[config.mk]
export PLATFORM = sky130hd
export DESIGN_NAME = exclusive_button_debouncer_unit
export DESIGN_NICKNAME = d
export VERILOG_FILES = /design/src/hw/rtl/ebtn_dbnc_pkg.sv /design/src/hw/rtl/exclusive_button_debouncer_unit.sv
export VERILOG_INCLUDE_DIRS = /design/src /design/src/hw/rtl
export SDC_FILE = /design/constraint.sdc
export NUM_CORES = 1
export LEC_CHECK = 0
export ABC_CLOCK_PERIOD_IN_PS = 4580
export BUFFER_PORTS_ARGS = -buffer_cell sky130_fd_sc_hd__buf_2
export CAP_MARGIN = 10
export CELL_PAD_IN_SITES_DETAIL_PLACEMENT = 2
export CELL_PAD_IN_SITES_GLOBAL_PLACEMENT = 2
export CORE_MARGIN = 10
export CORE_UTILIZATION = 41
export DETAILED_ROUTE_END_ITERATION = 8
export PLACE_DENSITY_LB_ADDON = 0.1
export SYNTH_ARGS = -nofsm -noshare
export SYNTH_HDL_FRONTEND = slang
export SYNTH_SLANG_ARGS = --single-unit
export TNS_END_PERCENT = 50
[constraint.sdc]
create_clock -name aclk -period 4.58 [get_ports aclk]
set_input_delay 0.687 -clock aclk [delete_from_list [all_inputs] [get_ports aclk]]
set_output_delay 0.687 -clock aclk [all_outputs]
set_load 0.01 [all_outputs]
[src/hw/rtl/assert_macros.svh]
// ----------------------------------------------------------------------------
// assert_macros.svh
// Concurrent assertion helpers, compiled out for synthesis.
// ----------------------------------------------------------------------------
`ifndef ASSERT_MACROS_SVH
`define ASSERT_MACROS_SVH

`ifndef SYNTHESIS

// Same-cycle implication, disabled while reset is asserted
`define ASSERT_SAME(lbl, clk, rstn, ante, cons) \
    lbl: assert property (@(posedge clk) disable iff (!(rstn)) (ante) |-> (cons)) \
        else $error("assertion failed");

// Next-cycle implication, disabled while reset is asserted
`define ASSERT_NEXT(lbl, clk, rstn, ante, cons) \
    lbl: assert property (@(posedge clk) disable iff (!(rstn)) (ante) |=> (cons)) \
        else $error("assertion failed");

`else

`define ASSERT_SAME(lbl, clk, rstn, ante, cons)
`define ASSERT_NEXT(lbl, clk, rstn, ante, cons)

`endif

`endif

[src/hw/rtl/ebtn_dbnc_pkg.sv]
`timescale 1ns / 1ps
// ----------------------------------------------------------------------------
// ebtn_dbnc_pkg
// Shared types and constants of the exclusive button debouncer.
// ----------------------------------------------------------------------------
package ebtn_dbnc_pkg;

    // Classified sample codes from the ladder front end
    typedef enum logic [1:0] {
        KIND_UNKNOWN  = 2'd0,
        KIND_RELEASED = 2'd1,
        KIND_PRESSED  = 2'd2,
        KIND_INVALID  = 2'd3
    } sample_kind_t;

    // Field widths fixed by the interface
    localparam int KIND_BITS   = 2;
    localparam int PORT_ID_BITS = 8;
    localparam int CNT_BITS    = 4;

    // Threshold after reset
    localparam logic [CNT_BITS-1:0] CONFIRM_RESET = 4'd3;

endpackage

[src/hw/rtl/exclusive_button_debouncer_unit.sv]
`timescale 1ns / 1ps
// ----------------------------------------------------------------------------
// exclusive_button_debouncer_unit
// Debounces classified ladder samples into one exclusive stable button id.
// ----------------------------------------------------------------------------
//  channel | ports                                    | direction
//  --------+------------------------------------------+----------
//  input   | s_valid s_ready s_sample_kind s_button_id | in
//  result  | m_valid m_ready m_accepted m_stable_button | out
//  config  | cfg_valid cfg_ready cfg_data              | in
//
//  One transaction per cycle sustained while the result is not stalled; an
//  accepted input passes through the input register, then the result
//  register, before the result is offered on m_valid.
//  The debounce state updates as an item leaves the input register.
//  A stalled result holds the result register; the input register still
//  takes one more transaction before s_ready drops. Synchronous active-low
//  reset clears valid flags and debounce state; threshold resets to 3.
// ----------------------------------------------------------------------------
`include "assert_macros.svh"

module exclusive_button_debouncer_unit
    import ebtn_dbnc_pkg::*;
#(
    parameter int ID_BITS = 8
) (
    input  logic                    aclk,
    input  logic                    aresetn,
    // configuration write
    input  logic                    cfg_valid,
    output logic                    cfg_ready,
    input  logic [CNT_BITS-1:0]     cfg_data,
    // sample input
    input  logic                    s_valid,
    output logic                    s_ready,
    input  logic [KIND_BITS-1:0]    s_sample_kind,
    input  logic [PORT_ID_BITS-1:0] s_button_id,
    // result output
    output logic                    m_valid,
    input  logic                    m_ready,
    output logic                    m_accepted,
    output logic [PORT_ID_BITS-1:0] m_stable_button
);

    // Configuration
    logic [CNT_BITS-1:0]     confirm_reg;

    // Input stage
    logic                    in_valid_reg;
    sample_kind_t            in_kind_reg;
    logic [PORT_ID_BITS-1:0] in_id_reg;

    // Debounce state
    logic [ID_BITS-1:0]      held_reg,        held_next;
    logic [ID_BITS-1:0]      pending_id_reg,  pending_id_next;
    logic [CNT_BITS-1:0]     pending_cnt_reg, pending_cnt_next;
    logic [CNT_BITS-1:0]     release_reg,     release_next;

    // Result stage
    logic                    out_valid_reg;
    logic                    out_accepted_reg;
    logic [PORT_ID_BITS-1:0] out_stable_reg;

    logic                    advance;
    logic                    sample_ok;
    logic [ID_BITS-1:0]      id_w;

    // Handshake: result stage frees when empty or drained
    assign advance   = !out_valid_reg || m_ready;
    assign s_ready   = !in_valid_reg || advance;
    assign cfg_ready = 1'b1;

    // Id kept in ID_BITS bits
    assign id_w = ID_BITS'(in_id_reg);

    // Sample validity check
    always_comb begin
        case (in_kind_reg)
            KIND_PRESSED: begin
                sample_ok = (id_w != '0);
            end
            KIND_UNKNOWN, KIND_RELEASED: begin
                sample_ok = (id_w == '0);
            end
            default: begin
                sample_ok = 1'b0;
            end
        endcase
    end

    // Debounce state update
    always_comb begin
        logic [CNT_BITS-1:0] run_w;
        logic [CNT_BITS-1:0] cnt_w;
        logic [ID_BITS-1:0]  pid_w;

        held_next        = held_reg;
        pending_id_next  = pending_id_reg;
        pending_cnt_next = pending_cnt_reg;
        release_next     = release_reg;
        run_w            = release_reg;
        cnt_w            = pending_cnt_reg;
        pid_w            = pending_id_reg;

        if (sample_ok) begin
            if (held_reg != '0) begin
                // a button is held: count released samples
                pending_id_next  = '0;
                pending_cnt_next = '0;
                if (in_kind_reg == KIND_RELEASED) begin
                    if (release_reg < confirm_reg) begin
                        run_w = release_reg + 1'b1;
                    end
                    if (run_w >= confirm_reg) begin
                        held_next    = '0;
                        release_next = '0;
                    end else begin
                        release_next = run_w;
                    end
                end else begin
                    release_next = '0;
                end
            end else begin
                // nothing held: qualify a candidate press
                release_next = '0;
                if (in_kind_reg != KIND_PRESSED) begin
                    pending_id_next  = '0;
                    pending_cnt_next = '0;
                end else begin
                    if (pending_id_reg != id_w) begin
                        pid_w = id_w;
                        cnt_w = CNT_BITS'(1);
                    end else if (pending_cnt_reg < confirm_reg) begin
                        cnt_w = pending_cnt_reg + 1'b1;
                    end
                    if (cnt_w >= confirm_reg) begin
                        held_next        = pid_w;
                        pending_id_next  = '0;
                        pending_cnt_next = '0;
                    end else begin
                        pending_id_next  = pid_w;
                        pending_cnt_next = cnt_w;
                    end
                end
            end
        end
    end

    // Configuration register
    always_ff @(posedge aclk) begin
        if (!aresetn) begin
            confirm_reg <= CONFIRM_RESET;
        end else if (cfg_valid && cfg_ready) begin
            confirm_reg <= cfg_data;
        end
    end

    // Input register
    always_ff @(posedge aclk) begin
        if (!aresetn) begin
            in_valid_reg <= 1'b0;
        end else if (s_ready) begin
            in_valid_reg <= s_valid;
        end
    end

    always_ff @(posedge aclk) begin
        if (s_valid && s_ready) begin
            in_kind_reg <= sample_kind_t'(s_sample_kind);
            in_id_reg   <= s_button_id;
        end
    end

    // State registers, updated as an item moves to the result stage
    always_ff @(posedge aclk) begin
        if (!aresetn) begin
            held_reg        <= '0;
            pending_id_reg  <= '0;
            pending_cnt_reg <= '0;
            release_reg     <= '0;
        end else if (in_valid_reg && advance) begin
            held_reg        <= held_next;
            pending_id_reg  <= pending_id_next;
            pending_cnt_reg <= pending_cnt_next;
            release_reg     <= release_next;
        end
    end

    // Result register
    always_ff @(posedge aclk) begin
        if (!aresetn) begin
            out_valid_reg <= 1'b0;
        end else if (advance) begin
            out_valid_reg <= in_valid_reg;
        end
    end

    always_ff @(posedge aclk) begin
        if (in_valid_reg && advance) begin
            out_accepted_reg <= sample_ok;
            out_stable_reg   <= PORT_ID_BITS'(held_next);
        end
    end

    assign m_valid         = out_valid_reg;
    assign m_accepted      = out_accepted_reg;
    assign m_stable_button = out_stable_reg;

    // Checks
    `ASSERT_SAME(a_held_clears_pending, aclk, aresetn, held_reg != '0, pending_id_reg == '0 && pending_cnt_reg == '0)
    `ASSERT_SAME(a_idle_no_release_run, aclk, aresetn, held_reg == '0, release_reg == '0)
    `ASSERT_SAME(a_pending_pair, aclk, aresetn, 1'b1, (pending_id_reg == '0) == (pending_cnt_reg == '0))
    `ASSERT_NEXT(a_reject_keeps_held, aclk, aresetn, in_valid_reg && advance && !sample_ok, $stable(held_reg))

endmodule
# == Word-level counts from Yosys, hierarchy flattened ==
# Index checks and enable logic that the tools add are counted.
# op_classes
add_sub_neg,2
n_mul,0
div_mod_pow,0
magnitude_cmp,4
n_eq_ne,4
shift,0
mux,26
bitwise_logic,0
n_reduce_logical,12
# op_table
cell,n
2-to-1 mux 8 bit,10
2-to-1 mux 4 bit,15
nonzero test 8 bit,2
adder 4 x 1 -> 4 bit (second input constant),2
>= comparator 4 bit,2
zero test 8 bit,1
< comparator 4 bit,2
!= test 8 bit,1
equality test 2 x 1 -> 1 bit (second input constant),1
equality test 2 bit (second input constant),1
logical AND 1 bit,2
zero test 1 bit,2
zero test 2 bit,1
logical OR 1 bit,2
!= test 2 bit (second input constant),1
one-hot mux 1 bit (2 select lines),1
AND reduction 2 bit,1
OR reduction 2 bit,1
# totals
ff_bits,49
latch_bits,0
mem_bits_rw,0
romBits,0
in_bits,19
out_inout_bits,12
elab_cells,59
n_memories,0

# == Longest topological paths before layout ==
# Gate-level depths: netlist (run 1).
# depth
ltp_word,11
mapped_depth,14
mapped_depth_nobuf,14

# == Least setup slack after synthesis (run 1) ==
# Ideal clock, no wire load.
# synth_timing
path_kind,reg-to-reg
from,register confirm_reg[1]
to,register pending_cnt_reg[2]
setup_ps,62
t_arrival_ps,3053
t_required_ps,4518
setup_slack_ps,1465
stages_incl_launch_ff,14
path_buffers,0
synth_period_minus_slack_ps,3115
path_cell_list,dfxtp_1 -> inv_1 -> ha_1 -> o21ai_0 -> a211o_1 -> nor2b_1 -> nor3_1 -> ha_1 -> nand2b_1 -> a2111oi_4 -> o211ai_2 -> nor2_4 -> or4b_1 -> nand3_1
# synth_via
elab_chain_cells,10
# synth_lines
element,line,rtl
start: declaration,exclusive_button_debouncer_unit.sv:46,logic [CNT_BITS-1:0] confirm_reg;
start signal: assignment,exclusive_button_debouncer_unit.sv:154,confirm_reg <= cfg_data;
< comparator 4 bit,exclusive_button_debouncer_unit.sv:133,end else if (pending_cnt_reg < confirm_reg) begin
2-to-1 mux 4 bit,exclusive_button_debouncer_unit.sv:133,
2-to-1 mux 4 bit,exclusive_button_debouncer_unit.sv:130,if (pending_id_reg != id_w) begin
2-to-1 mux 4 bit,exclusive_button_debouncer_unit.sv:126,if (in_kind_reg != KIND_PRESSED) begin
2-to-1 mux 4 bit,exclusive_button_debouncer_unit.sv:106,if (held_reg != '0) begin
2-to-1 mux 4 bit,exclusive_button_debouncer_unit.sv:105,if (sample_ok) begin
>= comparator 4 bit,exclusive_button_debouncer_unit.sv:136,if (cnt_w >= confirm_reg) begin
2-to-1 mux 4 bit (*),exclusive_button_debouncer_unit.sv:136,
2-to-1 mux 4 bit (*),exclusive_button_debouncer_unit.sv:126,
2-to-1 mux 4 bit (*),exclusive_button_debouncer_unit.sv:106,
end signal: assignment,exclusive_button_debouncer_unit.sv:184,pending_cnt_reg <= pending_cnt_next;
end: declaration,exclusive_button_debouncer_unit.sv:56,"logic [CNT_BITS-1:0] pending_cnt_reg, pending_cnt_next;"
# Mark *: on every way between the ends. The rest lies on a longest branch, timed or not. The select of a mux whose other input is x is not followed.
# A chain may end at the register's enable or synchronous reset.

# == Worst setup path after layout (run 1) ==
# layout_timing
from,register confirm_reg[2]
to,register release_reg[0]
# layout_via
elab_chain_cells,9
# layout_lines
element,line,rtl
< comparator 4 bit,exclusive_button_debouncer_unit.sv:111,if (release_reg < confirm_reg) begin
2-to-1 mux 4 bit,exclusive_button_debouncer_unit.sv:111,
2-to-1 mux 4 bit,exclusive_button_debouncer_unit.sv:110,if (in_kind_reg == KIND_RELEASED) begin
2-to-1 mux 4 bit,exclusive_button_debouncer_unit.sv:106,
2-to-1 mux 4 bit,exclusive_button_debouncer_unit.sv:105,
>= comparator 4 bit,exclusive_button_debouncer_unit.sv:114,if (run_w >= confirm_reg) begin
2-to-1 mux 4 bit (*),exclusive_button_debouncer_unit.sv:114,
2-to-1 mux 4 bit (*),exclusive_button_debouncer_unit.sv:110,
2-to-1 mux 4 bit (*),exclusive_button_debouncer_unit.sv:106,
end signal: assignment,exclusive_button_debouncer_unit.sv:185,release_reg <= release_next;
end: declaration,exclusive_button_debouncer_unit.sv:57,"logic [CNT_BITS-1:0] release_reg, release_next;"
# Marks and branches as above.

==> impl_metrics.toml, run 1 <==
[critical_path]
critPathKind = "flip-flop to flip-flop"
path_cells = "inv_1 -> ha_1 -> or2_2 -> a21oi_1 -> or2_2 -> mux2_2 -> ha_1 -> a2111oi_0 -> o2111ai_1 -> o21bai_1 -> nand3_1 -> o41ai_1"
r2r-end = "release_reg[0]"
cp-startpoint = "confirm_reg[2]"
slowest_stage = "a2111oi_0"
endpoint_kind = "flip-flop"
critPathMaxFanout = 5
endpoint = "release_reg[0]"
rrSetupSlack_ps = 850
crit_required_ps = 4780
r2r_start = "confirm_reg[2]"
startpoint_type = "flip-flop"
cp.arrival_ps = 3940
rr_worst_depth = 12
max_stage_delay_ps = 600

[synthesis]
synth_area_leader_cell = "dfxtp_1"
synth_top_family_by_area = "compound AO/OA/AOI/OAI gates"
synth-compound-area-share_pct = 19.0
synth_top_cell_area_share_pct = 24.1
ys_async_sr_fraction_pct = 0
synthTopCellsByCount = "30 x dfxtp_1, 20 x nor2_1, 19 x edfxtp_1"
synth.area.top_cells = "dfxtp_1 24%, edfxtp_1 23%, ha_1 8.0%"
yosys.area_share.xor_xnor_pct = 4.58
ys_types = 50
synth-adder-area-share_pct = 8.04
synth_area_per_cell_sq_um = 11.0
syn-cell-area_sq_mm = 0.00249
yosys_warnings = 0
syn_inst = 226
synth-simple-area-share_pct = 16.2
synth.most_common_cell = "dfxtp_1"
synth_edf_count = 19
ys_seq_elements = 49
synth_nets = 261
synth_ff_type = "dfxtp_1"
synth-seq-area-share_pct = 47.1
muxShareOfSynthArea_pct = 1.66

[sta]
post-route-min-period_ps = 3730
relSlewSlack_pct = 47.0
drv_slew = 0
timing.final.crit_share_pct = 81.5
rsz0062_at_grt = "false"
hold_violations = 0
max_freq_mhz = 268
setup_viol = 0
worst_pin_slew_ps = 793
skew_ps = 4.95
setup_tns_ps = 0

[floorplanning]
start_util_pct = 42.0
rows = 28
die_w_um = 97.9
die_h_um = 97.9
ioPinCount = 31
die-area_sq_mm = 0.00959
design.core.area_sq_mm = 0.00592

[placement]
io_buffers = 29
placed_cell_area_sq_mm = 0.00268
place_hpwl_mm = 4.85
place_congestion = 0.745

[power]
p_per_area_mw_per_mm2 = 311
p_sw_share_pct = 24.0
p_int_uw = 659
clkPwrFrac_pct = 36.2
total_leakage_power_uw = 0.00114
combPwrFrac_pct = 8.5
sequentialPowerShare_pct = 55.3
peakVddDrop_mv = 0.128
p_sw_uw = 208
fin_total_pwr_uw = 868

[cts]
htree_levels = 2
worstSkewPairLatency_ps = 300
cts_resized = 0
cts.clk_slew.worst_paths_ps = 90
ctsHoldBuffers = 0
cts_tree = "done"
post_cts_buffers = 0
ctsLongestPathBuffers = 2
cts_buffers = 5
clkSinkCount = 49
clockRootBuffer = "clkbuf_8"

[flow_run]
drv_cap = 0

[finish]
areaGrowthSynthToFinish_pct = 12.0
n_antenna_cell = 0
drive_gt1_share_pct = 23.1
fill_cells = 616
fin_area_sq_mm = 0.00279
utilization_pct = 47.1
nets = 289

[routing]
antenna_left = 0
dr_total_vias = 1851
avgViaCountPerCell = 5.61
first_iter_violations = 46
wl_per_cell_um = 20.0
drtPass1Iterations = 4
drt-total-wl_mm = 6.59
drc = 0

[min_path]
hp-class = "flip-flop to flip-flop"
holdPathStages = 2

[global_routing]
grt_use_total_pct = 13.8
first_global_vias = 2093
overflow = 0
grt_antenna_before_repair = 0
grt_max_degree = 21
grt_pass1_wl_mm = 11.1

[run_status]
status = "finished, final reports clean"
[logic make-up (layout without fill, tap and decap cells)]
kind of cell    after synthesis  after routing
compound gates               57             57
xor+xnor                     13             13
fa+ha+maj                    16             16
buf+inv                      15             44
flops                        49             49
mux                           4              4
other cells                   1              1
simple gates                 71             71
[through the flow]
step	setup slack, ps	instances	hold slack (ps)
6_report	847	330	502
5_1_grt	525	330	542
4_1_cts	853	330	509
3_5_place_dp	910	322	491
3_3_place_gp	993	322	477
2_1_floorplan	1460	226	459
[area by class of cell]
cell class / instances / area [sq um] / share of cell area (%)
Tap cell: 75 / 93.8 / 3.37
Sequential cell: 49 / 1170 / 42.0
Inverter: 6 / 22.5 / 0.808
Clock inverter: 2 / 38.8 / 1.39
Multi-Input combinational cell: 162 / 1240 / 44.3
Clock buffer: 6 / 72.6 / 2.60
Timing Repair Buffer: 30 / 153 / 5.48
[worst max-delay path, delay by kind of cell (launching register included)]
kind,cells,cell delay (ps)
simple gates,3,580
buf+inv,1,100
fa+ha+maj,2,580
mux,1,350
flops,1,340
compound gates,5,1680
[how the worst min path moves through the flow]
stage                    from              to  slack (ps)
3_5_place_dp   confirm_reg[2]  confirm_reg[2]         490
4_1_cts        release_reg[3]  release_reg[3]         510
6_report       release_reg[3]  release_reg[3]         500
2_1_floorplan  release_reg[3]  release_reg[3]         460
3_3_place_gp   confirm_reg[3]  confirm_reg[3]         480
5_1_grt        release_reg[3]  release_reg[3]         540
[routing by layer]
metal | routed length, um | up-vias | track usage, %
met5 | 0 | - | 0
met4 | 57 | 0 | 3.58
met3 | 160 | 5 | 2.82
met2 | 3360 | 23 | 23.7
met1 | 3010 | 926 | 17.0
li1 | - | 897 | -
[power by group through the flow]
| stage | clock network [uW] | registers (uW) | logic, uW |
|---|---|---|---|
| floorplan | 0 | 486 | 48.9 |
| global placement | 0 | 488 | 71.0 |
| detailed placement | 0 | 489 | 73.8 |
| CTS | 324 | 480 | 75.1 |
| global route | 338 | 482 | 83.1 |
| finish | 314 | 480 | 74.1 |
[layout by cell type, fill, tap and decap left out, types with 3 or more instances in the layout]
cell / Yosys / final
nor3_1: 4 / 4
inv_1: 6 / 6
nand2b_1: 5 / 5
nand2_1: 9 / 9
nor2_1: 20 / 20
nand4_1: 3 / 3
mux2i_1: 3 / 3
a21oi_1: 8 / 8
nor4_1: 4 / 4
a22oi_1: 8 / 8
ha_1: 16 / 16
clkbuf_8: 0 / 5
buf_2: 2 / 29
edfxtp_1: 19 / 19
a22o_1: 9 / 9
xnor2_1: 3 / 3
nand3_1: 7 / 7
nor2b_1: 5 / 5
xor2_1: 10 / 10
dfxtp_1: 30 / 30
a22o_2: 7 / 7
or2_2: 4 / 4
o21ai_0: 6 / 6
(Power assumes the default switching activity.)
==> inputs of run 2 (changes only) <==
--- a/config.mk
+++ b/config.mk
@@ -6,13 +6,13 @@
 export SDC_FILE = /design/constraint.sdc
 export NUM_CORES = 1
 export LEC_CHECK = 0
-export ABC_CLOCK_PERIOD_IN_PS = 4580
+export ABC_CLOCK_PERIOD_IN_PS = 3390
 export BUFFER_PORTS_ARGS = -buffer_cell sky130_fd_sc_hd__buf_2
 export CAP_MARGIN = 10
 export CELL_PAD_IN_SITES_DETAIL_PLACEMENT = 2
 export CELL_PAD_IN_SITES_GLOBAL_PLACEMENT = 2
 export CORE_MARGIN = 10
-export CORE_UTILIZATION = 41
+export CORE_UTILIZATION = 34
 export DETAILED_ROUTE_END_ITERATION = 8
 export PLACE_DENSITY_LB_ADDON = 0.1
 export SYNTH_ARGS = -nofsm -noshare
==> constraint.sdc (replaced) <==
create_clock -name aclk -period 3.39 [get_ports aclk]
set_input_delay 0.5085 -clock aclk [delete_from_list [all_inputs] [get_ports aclk]]
set_output_delay 0.5085 -clock aclk [all_outputs]
set_load 0.01 [all_outputs]
==> impl_metrics.toml, run 2 (synthesis gave the netlist of run 1 again) <==
[placement]
place_congestion = 0.774
place_hpwl_mm = 4.89
io_buffers = 29
dp_cells = 368

[power]
sequentialPowerShare_pct = 56.5
p_sw_uw = 300
p_sw_share_pct = 26.4
p_per_area_mw_per_mm2 = 373
combPwrFrac_pct = 11.2
p_int_uw = 835
fin_total_pwr_uw = 1140
total_leakage_power_uw = 0.00126
peakVddDrop_mv = 0.179
clkPwrFrac_pct = 32.3

[finish]
nets = 315
areaGrowthSynthToFinish_pct = 22.4
fin_cells = 380
n_antenna_cell = 0
layout_common_cells = "30 x dfxtp_1, 29 x buf_2, 27 x buf_4"
drive_gt1_share_pct = 33.1
layout_commonest_cell = "dfxtp_1"
utilization_pct = 42.4
fill_cells = 769

[routing]
first_iter_violations = 41
drt-total-wl_mm = 6.55
avgViaCountPerCell = 5.15
drtPass1Iterations = 4
dr_total_vias = 1958
wl_per_cell_um = 17.2
drc = 0
antenna_left = 0

[global_routing]
grt_pass1_wl_mm = 11.1
grt_use_total_pct = 12.1
grt_max_degree = 21
first_global_vias = 2202
overflow = 0
grt_antenna_before_repair = 0

[critical_path]
endpoint_kind = "flip-flop"
critPathKind = "flip-flop to flip-flop"
critPathMaxFanout = 5
crit_required_ps = 3640
cp.arrival_ps = 3460
startpoint_type = "flip-flop"

[sta]
skew_ps = 11.3
drv_slew = 0
relSlewSlack_pct = 48.3
whs_ps = 370
hold_violations = 0
post-route-min-period_ps = 3210
max_freq_mhz = 311
setup_viol = 0
worst_pin_slew_ps = 774
timing.final.crit_share_pct = 94.8

[cts]
cts_tree = "done"
clkSinkCount = 49
worstSkewPairLatency_ps = 310
htree_levels = 2
clockRootBuffer = "clkbuf_8"
cts_buffers = 5
ctsLongestPathBuffers = 2
cts.clk_slew.worst_paths_ps = 100

[floorplanning]
die-area_sq_mm = 0.0111
start_util_pct = 34.7
die_w_um = 106
ioPinCount = 31
die_h_um = 106
rows = 31
design.core.area_sq_mm = 0.00718

[run_status]
status = "finished, final reports clean"

[min_path]
hp-class = "input pin to flip-flop"

[flow_run]
drv_cap = 0
run 2: changes by cell type in the layout (fill, tap and decap cells not counted), sizes merged:
cell	delta
clkinvlp	+1
bufinv	-1
buf	+26
inv	+1
clkbuf	-1
run 2: area by class of cell:
type	count	area (sq um)	share of cell area [%]
flip-flops and latches	49	1170	38.5
well taps	99	124	4.07
inverters	6	22.5	0.740
multi-input cells	162	1290	42.2
clock inverters	3	25.0	0.822
repair buffers	56	348	11.4
clock buffers	5	68.8	2.26
run 2: critical path, stage by stage, from the launching register on:
cell and delay, ps:
dfxtp_1 330, inv_1 100, ha_1 290, o21ai_0 70, a211o_1 320, nor2b_1 180, nor3_2 160, ha_1 240
nand2b_1 180, a2111oi_4 410, o211ai_2 170, nor2_4 160, or4b_1 460, nand3_1 90
run 2: final timing paths:
path	from	endpoint	slack, ps	cells after the start
max	confirm_reg[1]	pending_cnt_reg[3]	180	13
min	s_button_id[2]	id_w[2]	370	1
max reg2reg	confirm_reg[1]	pending_cnt_reg[3]	180	13
min reg2reg	confirm_reg[2]	confirm_reg[2]	520	2
run 2: per-stage QoR:
stage,TNS (ps),setup WS (ps),area (sq um)
5_1_grt,-566,-65.6,3050
6_report,0,177,3050
3_5_place_dp,0,21.6,2870
3_3_place_gp,0,29.5,2870
4_1_cts,0,25.6,2970
2_1_floorplan,0,275,2490
run 2: repair_timing:
item | CTS | global route
hold endpoints to repair | 0 | 0
resized for setup | 1 | 9
hold buffers | 0 | 0
endpoints found under the setup margin | 11 | 22
gates cloned | 0 | 0
buffers inserted | 1 | 3
pin swaps | 2 | 4
run 2: power by group through the flow:
stage,clock network (uW),registers (uW),logic [uW]
3_5_place_dp,0,656,119
3_3_place_gp,0,655,117
2_1_floorplan,0,657,66.1
6_report,367,641,127
5_1_grt,406,645,143
4_1_cts,388,642,122
run 2: layer usage:
metal  part of all wire (%)  GRT usage (%)  vias up
met4                   0.81           2.90        0
li1                       -              -      954
met5                      0              0        -
met2                     47           20.4       28
met3                    3.5           2.56        5
met1                     49           15.6      971
